`src/rtl/pfe_pkg.sv`:
```
// Shared types, constants and letter/cell helper functions for the Playfair encryptor.
// No dependencies.
`timescale 1ns / 1ps
package pfe_pkg;

  localparam int SIDE         = 5;
  localparam int CELLS        = SIDE * SIDE;
  localparam int LETTER_COUNT = 26;

  localparam logic [4:0] LETTER_A = 5'd0;
  localparam logic [4:0] LETTER_I = 5'd8;
  localparam logic [4:0] LETTER_J = 5'd9;
  localparam logic [4:0] LETTER_X = 5'd23;
  localparam logic [4:0] LETTER_Z = 5'd25;

  localparam logic [1:0] OP_KEY  = 2'd0;
  localparam logic [1:0] OP_DONE = 2'd1;
  localparam logic [1:0] OP_PAIR = 2'd2;
  localparam logic [1:0] OP_NONE = 2'd3;

  typedef struct packed {
    logic [1:0] opcode;
    logic [4:0] letter_a;
    logic [4:0] letter_b;
    logic       has_second;
  } pfe_in_t;

  typedef struct packed {
    logic [4:0] cipher_a;
    logic [4:0] cipher_b;
  } pfe_out_t;

  // Requests from the sequencer to the key store.
  typedef struct packed {
    logic       place;
    logic [4:0] letter;
    logic [4:0] place_addr;
    logic [4:0] cell_addr;
  } pfe_store_req_t;

  function automatic logic [4:0] pfe_key_letter(input logic [4:0] l);
    return (l == LETTER_J) ? LETTER_I : l;
  endfunction

  function automatic logic [4:0] pfe_pair_letter(input logic [4:0] l);
    logic [4:0] v;
    v = (l > LETTER_Z) ? LETTER_X : l;
    return pfe_key_letter(v);
  endfunction

  function automatic logic [2:0] pfe_row(input logic [4:0] p);
    logic [2:0] r;
    r = 3'd0;
    for (int k = 1; k < SIDE; k++) begin
      if (p >= 5'(k * SIDE)) r = 3'(k);
    end
    return r;
  endfunction

  function automatic logic [4:0] pfe_cell(input logic [2:0] r, input logic [2:0] c);
    return 5'(r * SIDE) + {2'b00, c};
  endfunction

  function automatic logic [2:0] pfe_col(input logic [4:0] p);
    logic [4:0] d;
    d = p - pfe_cell(pfe_row(p), 3'd0);
    return d[2:0];
  endfunction

  function automatic logic [2:0] pfe_next(input logic [2:0] v);
    return (v == 3'(SIDE - 1)) ? 3'd0 : v + 3'd1;
  endfunction

  // Cell that the letter at position p turns into, given its partner at q.
  function automatic logic [4:0] pfe_target(input logic [4:0] p, input logic [4:0] q);
    logic [2:0] rp;
    logic [2:0] cp;
    logic [2:0] rq;
    logic [2:0] cq;
    logic [4:0] idx;
    rp = pfe_row(p);
    cp = pfe_col(p);
    rq = pfe_row(q);
    cq = pfe_col(q);
    if (rp == rq) begin
      idx = pfe_cell(rp, pfe_next(cp));
    end else if (cp == cq) begin
      idx = pfe_cell(pfe_next(rp), cp);
    end else begin
      idx = pfe_cell(rp, cq);
    end
    return idx;
  endfunction

endpackage

```
`src/rtl/pfe_store.sv`:
```
// Key square store: cell letters, letter positions, used set and fill count.
// Depends on pfe_pkg.
`timescale 1ns / 1ps
module pfe_store (
  input  logic                   clk,
  input  logic                   rst_n,
  input  pfe_pkg::pfe_store_req_t req,
  output logic [4:0]             place_q,
  output logic [4:0]             cell_q
);
  import pfe_pkg::*;

  logic [4:0]              square_r [CELLS];
  logic [4:0]              place_r  [LETTER_COUNT];
  logic [LETTER_COUNT-1:0] used_r;
  logic [4:0]              fill_r;
  logic                    place_ok;

  // A letter goes in only if it is a real letter, there is room and it is new.
  assign place_ok = req.place && (req.letter < 5'(LETTER_COUNT)) &&
                    (fill_r < 5'(CELLS)) && !used_r[req.letter];

  always_ff @(posedge clk) begin
    if (!rst_n) begin
      for (int i = 0; i < CELLS; i++) square_r[i] <= LETTER_A;
      for (int i = 0; i < LETTER_COUNT; i++) place_r[i] <= 5'd0;
      used_r <= '0;
      fill_r <= 5'd0;
    end else if (place_ok) begin
      square_r[fill_r]     <= req.letter;
      place_r[req.letter]  <= fill_r;
      used_r[req.letter]   <= 1'b1;
      fill_r               <= fill_r + 5'd1;
    end
  end

  assign place_q = place_r[req.place_addr];
  assign cell_q  = square_r[req.cell_addr];

endmodule

```
`src/rtl/pfe_ctrl.sv`:
```
// Sequencer: decodes items, walks the alphabet on key done, and runs the
// four lookups of a pair through the key store. Depends on pfe_pkg.
`timescale 1ns / 1ps
module pfe_ctrl (
  input  logic                    clk,
  input  logic                    rst_n,
  input  logic                    start,
  input  pfe_pkg::pfe_in_t        in_data,
  output logic                    busy,
  output logic                    out_valid,
  output pfe_pkg::pfe_out_t       out_data,
  output pfe_pkg::pfe_store_req_t req,
  input  logic [4:0]              place_q,
  input  logic [4:0]              cell_q
);
  import pfe_pkg::*;

  localparam logic [2:0] ST_IDLE   = 3'd0;
  localparam logic [2:0] ST_PLACE  = 3'd1;
  localparam logic [2:0] ST_FILL   = 3'd2;
  localparam logic [2:0] ST_LOOK_A = 3'd3;
  localparam logic [2:0] ST_LOOK_B = 3'd4;
  localparam logic [2:0] ST_CELL_A = 3'd5;
  localparam logic [2:0] ST_CELL_B = 3'd6;

  logic [2:0] state_r, state_nxt;
  logic [4:0] a_r, a_nxt;
  logic [4:0] b_r, b_nxt;
  logic [4:0] cnt_r, cnt_nxt;
  logic [4:0] pa_r, pa_nxt;
  logic [4:0] pb_r, pb_nxt;
  logic [4:0] ca_r, ca_nxt;
  logic       out_valid_r, out_valid_nxt;
  pfe_out_t   out_r, out_nxt;
  logic [4:0] pair_a;
  logic [4:0] pair_b;

  assign pair_a = pfe_pair_letter(in_data.letter_a);
  assign pair_b = in_data.has_second ? pfe_pair_letter(in_data.letter_b) : LETTER_X;

  always_comb begin
    req.place      = (state_r == ST_PLACE) || ((state_r == ST_FILL) && (cnt_r != LETTER_J));
    req.letter     = (state_r == ST_FILL) ? cnt_r : a_r;
    req.place_addr = (state_r == ST_LOOK_B) ? b_r : a_r;
    // One target unit serves both cipher letters, with the operands swapped.
    req.cell_addr  = pfe_target((state_r == ST_CELL_B) ? pb_r : pa_r,
                                (state_r == ST_CELL_B) ? pa_r : pb_r);
  end

  always_comb begin
    state_nxt     = state_r;
    a_nxt         = a_r;
    b_nxt         = b_r;
    cnt_nxt       = cnt_r;
    pa_nxt        = pa_r;
    pb_nxt        = pb_r;
    ca_nxt        = ca_r;
    out_valid_nxt = 1'b0;
    out_nxt       = out_r;
    unique case (state_r)
      ST_IDLE: begin
        if (start) begin
          unique case (in_data.opcode)
            OP_KEY: begin
              a_nxt     = pfe_key_letter(in_data.letter_a);
              state_nxt = ST_PLACE;
            end
            OP_DONE: begin
              cnt_nxt   = LETTER_A;
              state_nxt = ST_FILL;
            end
            OP_PAIR: begin
              a_nxt     = pair_a;
              b_nxt     = (pair_a == pair_b) ? LETTER_X : pair_b;
              state_nxt = ST_LOOK_A;
            end
            default: state_nxt = ST_IDLE;
          endcase
        end
      end
      ST_PLACE: state_nxt = ST_IDLE;
      ST_FILL: begin
        if (cnt_r == LETTER_Z) begin
          state_nxt = ST_IDLE;
        end else begin
          cnt_nxt = cnt_r + 5'd1;
        end
      end
      ST_LOOK_A: begin
        pa_nxt    = place_q;
        state_nxt = ST_LOOK_B;
      end
      ST_LOOK_B: begin
        pb_nxt    = place_q;
        state_nxt = ST_CELL_A;
      end
      ST_CELL_A: begin
        ca_nxt    = cell_q;
        state_nxt = ST_CELL_B;
      end
      ST_CELL_B: begin
        out_valid_nxt    = 1'b1;
        out_nxt.cipher_a = ca_r;
        out_nxt.cipher_b = cell_q;
        state_nxt        = ST_IDLE;
      end
      default: state_nxt = ST_IDLE;
    endcase
  end

  always_ff @(posedge clk) begin
    if (!rst_n) begin
      state_r     <= ST_IDLE;
      out_valid_r <= 1'b0;
    end else begin
      state_r     <= state_nxt;
      out_valid_r <= out_valid_nxt;
    end
  end

  always_ff @(posedge clk) begin
    a_r   <= a_nxt;
    b_r   <= b_nxt;
    cnt_r <= cnt_nxt;
    pa_r  <= pa_nxt;
    pb_r  <= pb_nxt;
    ca_r  <= ca_nxt;
    out_r <= out_nxt;
  end

  assign busy      = (state_r != ST_IDLE);
  assign out_valid = out_valid_r;
  assign out_data  = out_r;

endmodule

```
`src/rtl/playfair_cipher_encrypt.sv`:
```
// Top level of the Playfair 5x5 encryptor: sequencer plus key square store.
// Depends on pfe_pkg, pfe_store and pfe_ctrl.
//
// An item is taken on a rising edge with start high and busy low. A key
// letter keeps busy high for one cycle; key done keeps it high while the
// sequencer walks the alphabet one letter a cycle through the store's
// single placement port, and a pair while it runs two position lookups
// and two cell lookups through the store's one read port each. The cipher
// beat appears on out_data with out_valid high for exactly one cycle, the
// first cycle after busy drops; it cannot be held off, so the receiver must
// take it then. A new item may be started in that same cycle.
`timescale 1ns / 1ps
module playfair_cipher_encrypt (
  input  logic              clk,
  input  logic              rst_n,
  input  logic              start,
  input  pfe_pkg::pfe_in_t  in_data,
  output logic              busy,
  output logic              out_valid,
  output pfe_pkg::pfe_out_t out_data
);
  import pfe_pkg::*;

  pfe_store_req_t req;
  logic [4:0]     place_q;
  logic [4:0]     cell_q;

  pfe_ctrl u_ctrl (
    .clk       (clk),
    .rst_n     (rst_n),
    .start     (start),
    .in_data   (in_data),
    .busy      (busy),
    .out_valid (out_valid),
    .out_data  (out_data),
    .req       (req),
    .place_q   (place_q),
    .cell_q    (cell_q)
  );

  pfe_store u_store (
    .clk     (clk),
    .rst_n   (rst_n),
    .req     (req),
    .place_q (place_q),
    .cell_q  (cell_q)
  );

endmodule

```
`config.mk`:
```
export PLATFORM = sky130hd
export DESIGN_NAME = playfair_cipher_encrypt
export DESIGN_NICKNAME = d
export VERILOG_FILES = /design/src/rtl/pfe_pkg.sv /design/src/rtl/pfe_store.sv /design/src/rtl/pfe_ctrl.sv /design/src/rtl/playfair_cipher_encrypt.sv
export SDC_FILE = /design/constraint.sdc
export NUM_CORES = 1
export LEC_CHECK = 0
export BUFFER_PORTS_ARGS = -buffer_cell sky130_fd_sc_hd__buf_2
export CAP_MARGIN = 5
export CELL_PAD_IN_SITES_DETAIL_PLACEMENT = 1
export CELL_PAD_IN_SITES_GLOBAL_PLACEMENT = 1
export CORE_MARGIN = 10
export CORE_UTILIZATION = 52
export DETAILED_ROUTE_END_ITERATION = 8
export MAX_ROUTING_LAYER = met4
export PLACE_DENSITY = 0.87
export SLEW_MARGIN = 25
export SYNTH_ARGS = -nofsm -noshare
export SYNTH_HDL_FRONTEND = slang
export SYNTH_SLANG_ARGS = --single-unit
```
`constraint.sdc`:
```
create_clock -name clk -period 5.7 [get_ports clk]
set_input_delay 1.14 -clock clk [delete_from_list [all_inputs] [get_ports clk]]
set_output_delay 1.14 -clock clk [all_outputs]
set_load 0.05 [all_outputs]
```
Word level (Yosys, flattened, before mapping):

Memory sizes are Yosys's and may differ from the RTL's.
Cells that the tools add are included.

* order comparisons: 14
* reduce and logical (&&, ||, !) cells: 18
* shifts and indexed selects: 0
* equality and inequality tests: 22
* muxes and demuxes: 46
* $mul: 3
* add/sub/neg operators: 9
* divide/modulo/power cells: 0
* bitwise gates (word level): 1

Operator list (number)
* 2-to-1 mux 5 bit: 19
* bitwise OR 26 bit: 1
* >= comparator 5 x 4 -> 1 bit, second input constant: 4
* one-hot mux 5 bit (2 select lines): 2
* 2-to-1 mux 3 bit: 6
* adder 5 x 3 -> 5 bit: 3
* equality test 3 bit, second input constant: 5
* equality test 5 x 4 -> 1 bit, second input constant: 3
* one-hot mux 3 bit (5 select lines): 1
* 2-to-1 mux 1 bit: 11
* adder 5 x 1 -> 5 bit, second input constant: 2
* >= comparator 5 x 3 -> 1 bit, second input constant: 2
* >= comparator 5 bit, second input constant: 2
* > comparator 5 bit, second input constant: 2
* < comparator 5 bit, second input constant: 2
* multiplier 3 x 3 -> 5 bit, second input constant: 2
* OR reduction 5 bit: 2
* 2-to-1 mux 2 bit: 4
* inequality test 2 bit, second input constant: 4
* adder 3 x 1 -> 3 bit, second input constant: 2
* equality test 3 x 2 -> 1 bit, second input constant: 2
* equality test 3 bit: 2
* < comparator 5 x 6 -> 1 bit, second input constant: 1
* one-hot mux 2 bit (3 select lines): 1
* other kinds (21): 28

* output and inout port bits: 12
* flip-flop bits (word level): 75
* bits in latches: 0
* logic and storage cells: 127
* ROM bits: 0
* memory bits (writable): 255
* memories kept: 2
* input bits: 16

Memory list
* u_store.place_r: depth 26, width 5, rd ports 1, clocked after Yosys merged registers in 0, write ports 26, line pfe_store.sv:14 `logic [4:0] place_r [LETTER_COUNT];`
* u_store.square_r: depth 25, width 5, rd ports 1, clocked after Yosys merged registers in 0, write ports 25, line pfe_store.sv:13 `logic [4:0] square_r [CELLS];`

Longest topological paths before layout:

An unclocked memory read counts as a cell.

* depth after elaboration: 14
* gate-level depth with buffers: 25
* gate-level depth less buffers: 23

By module:

Synthesis repeated with hierarchy kept, for this count alone.

* cells, all modules: 1380
* area, all modules: 18511.5 um2

Modules (own cells, without submodules)
* pfe_store: sequential area each 10229.8 um2, area each 15274.6 um2, times used 1, cells each 1052
* pfe_ctrl: sequential area each 1281.2 um2, area each 3236.9 um2, times used 1, cells each 328

Worst setup path after synthesis:

Ideal clock, no wire load.

* kind: flip-flop to flip-flop
* from: register u_ctrl.state_r[0]
* to: register u_ctrl.ca_r[0] (data pin)
* clock period less this slack: 4.924 ns
* buffers on the path: 2
* data required time: 5.437 ns
* setup time: 0.263 ns
* arrival time: 4.661 ns
* path slack: 0.776 ns
* stages on the path, launching flop included: 25
* cell sequence: dfxtp_1 -> buf_4 -> nand3b_4 -> buf_1 -> nand2_1 -> a31oi_1 -> inv_1 -> nand2_1 -> inv_1 -> fa_1 -> inv_1 -> or3_1 -> nand4b_4 -> ha_1 -> ha_1 -> a21o_1 -> a21oi_1 -> xnor2_1 -> xnor2_1 -> nor3_1 -> a21oi_1 -> nand3_1 -> o21bai_1 -> and4_1 -> o31a_1

* longest elaborated chain between the ends: 14
* elaborated cells on any way between the ends: 38
* those cells by class: add/sub (7); mul (3); order compare (8); eq/ne (5); mux (14); memory (1)

Ends and longest elaborated chain
* start: declaration: line pfe_ctrl.sv:26 `logic [2:0] state_r, state_nxt;`
* start signal: assignment: line pfe_ctrl.sv:116 `state_r <= state_nxt;`
* equality test 3 bit *: line pfe_ctrl.sv:46, pfe_ctrl.sv:47
* 2-to-1 mux 5 bit: line pfe_ctrl.sv:46 `req.cell_addr = pfe_target((state_r == ST_CELL_B) ? pb_r : pa_r,`
* >= comparator 5 x 3 -> 1 bit: line pfe_pkg.sv:55 `if (p >= 5'(k * SIDE)) r = 3'(k);`
* 2-to-1 mux 1 bit: line pfe_pkg.sv:55
* 2-to-1 mux 2 bit (2 in a row): line pfe_pkg.sv:55
* 2-to-1 mux 3 bit: line pfe_pkg.sv:55
* multiplier 3 x 3 -> 5 bit, or another cell as far along: line pfe_pkg.sv:61 `return 5'(r * SIDE) + {2'b00, c};`
* subtractor 3 bit / 2-to-1 mux 3 bit (equally long branches): line pfe_pkg.sv:66, pfe_pkg.sv:71
* adder 3 x 1 -> 3 bit, or another cell as far along: line pfe_pkg.sv:71 `return (v == 3'(SIDE - 1)) ? 3'd0 : v + 3'd1;`
* 2-to-1 mux 3 bit / adder 5 x 3 -> 5 bit (equally long branches): line pfe_pkg.sv:71, pfe_pkg.sv:61
* adder 5 x 3 -> 5 bit / 2-to-1 mux 5 bit (equally long branches): line pfe_pkg.sv:61, pfe_pkg.sv:87
* 2-to-1 mux 5 bit *: line pfe_pkg.sv:85 `if (rp == rq) begin`
* memory read (25 x 5 bit) *
* named net cell_q[0]: line playfair_cipher_encrypt.sv:26 `logic [4:0] cell_q;`
* end signal: assignment: line pfe_ctrl.sv:127 `ca_r <= ca_nxt;`
* end: declaration: line pfe_ctrl.sv:32 `logic [4:0] ca_r, ca_nxt;`

The timed path passes the listed nets; every way through them passes the cells marked *.
A chain may end at the register's enable or synchronous reset.

Worst setup path in the final report:

* from: register u_ctrl.pa_r[3]
* to: register u_ctrl.out_r (netlist bit u_ctrl.out_data[3]) (data pin)

* longest elaborated chain between the ends: 13
* elaborated cells on any way between the ends: 37
* those cells by class: add/sub (7); mul (3); order compare (8); eq/ne (4); mux (14); memory (1)

Ends and longest elaborated chain
* start: declaration: line pfe_ctrl.sv:30 `logic [4:0] pa_r, pa_nxt;`
* start signal: assignment: line pfe_ctrl.sv:125 `pa_r <= pa_nxt;`
* 2-to-1 mux 5 bit: line pfe_ctrl.sv:46
* >= comparator 5 x 3 -> 1 bit: line pfe_pkg.sv:55
* 2-to-1 mux 1 bit: line pfe_pkg.sv:55
* 2-to-1 mux 2 bit (2 in a row): line pfe_pkg.sv:55
* 2-to-1 mux 3 bit: line pfe_pkg.sv:55
* multiplier 3 x 3 -> 5 bit, or another cell as far along: line pfe_pkg.sv:61
* subtractor 3 bit / 2-to-1 mux 3 bit (equally long branches): line pfe_pkg.sv:66, pfe_pkg.sv:71
* adder 3 x 1 -> 3 bit, or another cell as far along: line pfe_pkg.sv:71
* 2-to-1 mux 3 bit / adder 5 x 3 -> 5 bit (equally long branches): line pfe_pkg.sv:71, pfe_pkg.sv:61
* adder 5 x 3 -> 5 bit / 2-to-1 mux 5 bit (equally long branches): line pfe_pkg.sv:61, pfe_pkg.sv:87
* 2-to-1 mux 5 bit *: line pfe_pkg.sv:85
* memory read (25 x 5 bit) *
* named net cell_q[3]: line playfair_cipher_encrypt.sv:26
* end signal: assignment: line pfe_ctrl.sv:128 `out_r <= out_nxt;`
* end: declaration: line pfe_ctrl.sv:34 `pfe_out_t out_r, out_nxt;`

Marked as above.

==> results.md <==
| Quantity | Reported |
| --- | --- |
| Number of vias in the routed layout | 14900 |
| Placed cells | 2220 |
| Required time at the worst-slack endpoint | 5.97 ns |
| Crit path top cell by count | ha_1 |
| Worst skew pair latency | 0.56 ns |
| Global router's overall resource usage | 27.2% |
| Number of global-route vias before repair | 15500 |
| Antenna violations before repair | 0 |
| Number of nets at the end of the flow | 1854 |
| Arrival time of the worst setup path | 5.77 ns |
| Die outline area | 45600 um^2 |
| Area share of the largest cell type after synthesis | 55.5% |
| FF-to-FF Start | u_ctrl.pa_r[3] |
| Total of fill cells in the finished design | 3796 |
| Floorplan core area | 36800 um^2 |
| Number of clock buffers inserted by TritonCTS | 41 |
| Worst path slowest cell | edfxtp_1 |
| Sequential element share of the synthesized area | 59.1% |
| Growth of design area from synthesis to finish | 12.0% |
| Final hold violation count | 0 |
| Average routed wire per standard cell | 26.1 um |
| Fraction of final layout cells with drive strength greater than 1 | 11.3% |
| Floorplan row count | 70 |
| Crit start category | flop |
| Number of distinct library cells after synthesis | 82 |
| Clock slew at reported path FFs | 0.07 ns |
| Worst-case clock skew | 0.0190 ns |
| Endpoint of the lowest-slack register-to-register path | u_ctrl.out_data[3] |
| Ports | 28 |
| Worst setup path category | flop to flop |
| Max IR drop VDD | 0.298 mV |
| Lkg Pwr | 8.22 nW |
| Global-route congestion overflow total | 0 |
| Global placement routability congestion | 0.959 |
| Overall die width | 214 um |
| Starting DRC count in detailed routing | 1362 |
| Remaining number of nets flagged by the antenna check after routing | 0 |
| Multi-input gate area | 7580 um^2 |
| Top cell types by occurrence after synthesis | 360 x edfxtp_1, 215 x nand2_1, 193 x nor2_1, 124 x and2_1, 99 x a211oi_1 |
| Most frequently used flop master after synthesis | edfxtp_1 |
| Synthesized flop and latch total | 395 |
| Worst Min Path Start | u_ctrl.ca_r[1] |
| WL final | 60200 um |
| Finish-stage setup viols | 0 |
| Number of warnings reported in the yosys synthesis log | 0 |
| Final worst-path cycle share | 96.5% |
| CP endpoint kind | flop |
| First-pass GRT wire length | 92400 um |
| Final critical delay including setup and external delays | 5.50 ns |
| Chip height | 214 um |
| Cell count of the worst reg-to-reg path | 21 |
| P per Cell Area | 311 nW/um^2 |
| Terminating pin of the worst hold path | u_ctrl.out_data[6] |
| Internal reg-to-reg setup slack | 0.20 ns |
| Count of max-cap constraint violations | 0 |
| Starting density of the core | 53.0% |
| Pre-antenna DRT Iters | 5 |
| Cell area after synthesis | 19500 um^2 |
| Sum of net half-perimeters after detailed placement | 38800 um |
| Count of H-tree levels built during CTS | 2 |
| Max-slew violation count | 0 |
| Most area-hungry cell type in the Yosys netlist | edfxtp_1 |
| Number of enable-type register cells in the synthesized netlist | 360 |
| Cells after synthesis | 1747 |
| CP peak stage delay | 0.46 ns |
| Root buffer cell | clkbuf_16 |
| Worst-case clock buffer depth | 3 |
| Run status | finished clean |
| Cells along the critical path | inv_1, maj3_1, a221oi_1, mux2_4, nor2_1, ha_1, fa_1, inv_1, or3_1, nand4b_4, ha_1, ha_1, a21o_1, a21oi_1, xnor2_1, xnor2_1, nor3_2, a21o_1, o21ai_0, a211oi_1, a211oi_2 |
| Library cell with the highest instance count after synthesis | edfxtp_1 |
| Largest net degree at the start of global routing | 81 |
| Launching instance or port of the critical path | u_ctrl.pa_r[3] |
| Classification of the worst-slack hold path | flop to flop |
| Slew HR | 23.1% |
| CTS tree | built |
| Measured slew at the worst slew-check pin | 1.14 ns |
| Worst hold stages | 0 |
| CTS sink count | 395 |
| Number of inserted diodes | 0 |
| Worst-case hold slack | 0.438 ns |
| Sequential cell area | 11500 um^2 |
| Maximum net fanout on the critical path | 6 |
| DR vias/cell | 6.46 |
| Syn Area/Cell | 11.2 um^2 |
| Number of buffer cells added on primary ports | 27 |
| Top post-synthesis cells by area | edfxtp_1 55%, nand2_1 4.1%, and2_1 4.0%, a211oi_1 3.8%, nor2_1 3.7% |
| Async set-reset flop share out of synthesis | 0% |
| Drc violations | 0 |
| Maximum clock frequency | 182 MHz |
| Final cell count without fillers | 2306 |
| Number of hold-repair buffers added at the cts stage | 0 |
how the worst max path moves through the flow:
stage / slack [ns] / endpoint / cells past startpoint
6_report: 0.20 / u_ctrl.out_data[3] / 21
5_1_grt: -0.002 / u_ctrl.ca_r[0] / 21
3_3_place_gp: 0.20 / u_ctrl.ca_r[1] / 20
2_1_floorplan: 0.78 / u_ctrl.ca_r[0] / 24
4_1_cts: 0.02 / u_ctrl.out_data[1] / 21
3_5_place_dp: 0.05 / u_ctrl.ca_r[1] / 20
critical path, delay by kind of cell, from the launching register on:
family	cells	cell delay (ns)
AO/OA/AOI/OAI	7	1.60
AND/OR/NAND/NOR	4	0.68
flip-flops	1	0.46
adder cells (fa/ha/maj)	5	1.67
XOR/XNOR	2	0.29
multiplexers	1	0.26
buffers and inverters	2	0.24
per-stage QoR:
step / worst slack [ns] / cell area (um^2) / TNS (ns) / total power, W / util, %
finish: 0.198 / 21800 / 0 / 0.00679 / 59.3
global placement: 0.199 / 20300 / 0 / 0.00403 / 55.2
detailed placement: 0.0547 / 20300 / 0 / 0.00408 / 55.2
global route: -0.00175 / 21800 / -0.00228 / 0.00696 / 59.3
CTS: 0.0215 / 21700 / 0 / 0.00676 / 58.9
floorplan: 0.776 / 19700 / 0 / 0.00382 / -
logic make-up after synthesis:
kind of cell               count (synthesis)  synth area share (%)
muxes                                     39                  2.51
xor gates and xnor gates                  19                 0.989
other                                      1                0.0192
AOI/OAI and AO/OA                        366                  13.1
and+or+nand+nor                          730                  18.2
DFF                                      395                  59.1
buffers and inverters                    163                  3.81
adders and majority gates                 34                  2.35
registers in the layout (all words and copies together), names as in the netlist:
signal and count:
u_ctrl.a_r 5, u_ctrl.b_r 5, u_ctrl.ca_r 5, u_ctrl.cnt_r 5, u_ctrl.out_data 10, u_ctrl.out_valid 1
u_ctrl.pa_r 5, u_ctrl.pb_r 5, u_ctrl.state_r 3, u_store.fill_r 5, u_store.place_r 160, u_store.square_r 160
u_store.used_r 26
timing repair:
action                                  4_1_cts  5_1_grt
endpoints found under the setup margin       10       10
resized for setup                             4       17
gates cloned                                  1        0
pin swaps                                     0        3
buffers inserted                              0       10
per-layer routing:
| layer | vias up | GRT usage (%) | wire length [um] |
|---|---|---|---|
| met5 | - | - | 0 |
| met4 | 0 | 10.2 | 2380 |
| met3 | 183 | 4.44 | 4540 |
| met2 | 728 | 45.0 | 29700 |
| met1 | 7514 | 33.0 | 23600 |
| li1 | 6474 | - | - |
cells in the final DEF, fill, tap and decap left out, drive strengths merged, types with 6 or more instances in the layout:
cell	synthesis	final
a32o	9	9
and2	125	126
dfxtp	35	35
a211oi	100	100
clkbuf	78	52
a21oi	46	46
mux2i	26	26
nor2b	6	6
nand3	30	30
clkinv	3	20
buf	51	95
o21bai	16	16
or3b	7	7
nand2	218	218
o21ai	64	64
nor2	193	193
a311oi	23	23
a221oi	6	6
or3	7	7
nand2b	10	10
mux4	6	6
inv	31	33
conb	1	50
ha	27	27
edfxtp	360	360
a21o	36	36
nand3b	6	6
and3	47	47
nor3	65	65
mux2	7	7
xnor2	15	15
a31oi	30	30
final cells by class:
type / count / area share (%)
flip-flops and latches: 395 / 52.8
multi-input cells: 1239 / 34.8
repair buffers: 95 / 3.17
well taps: 468 / 2.68
inverters: 34 / 0.585
clock buffers: 52 / 5.09
clock inverters: 23 / 0.969
power breakdown:
group,total [W],leakage (nW),internal (W),switching [W]
clock network,0.00272,0.652,0.00156,0.00116
logic,0.000744,3.65,0.000222,0.000522
registers,0.00333,3.92,0.00327,0.0000550
(Power assumes the default switching activity.)
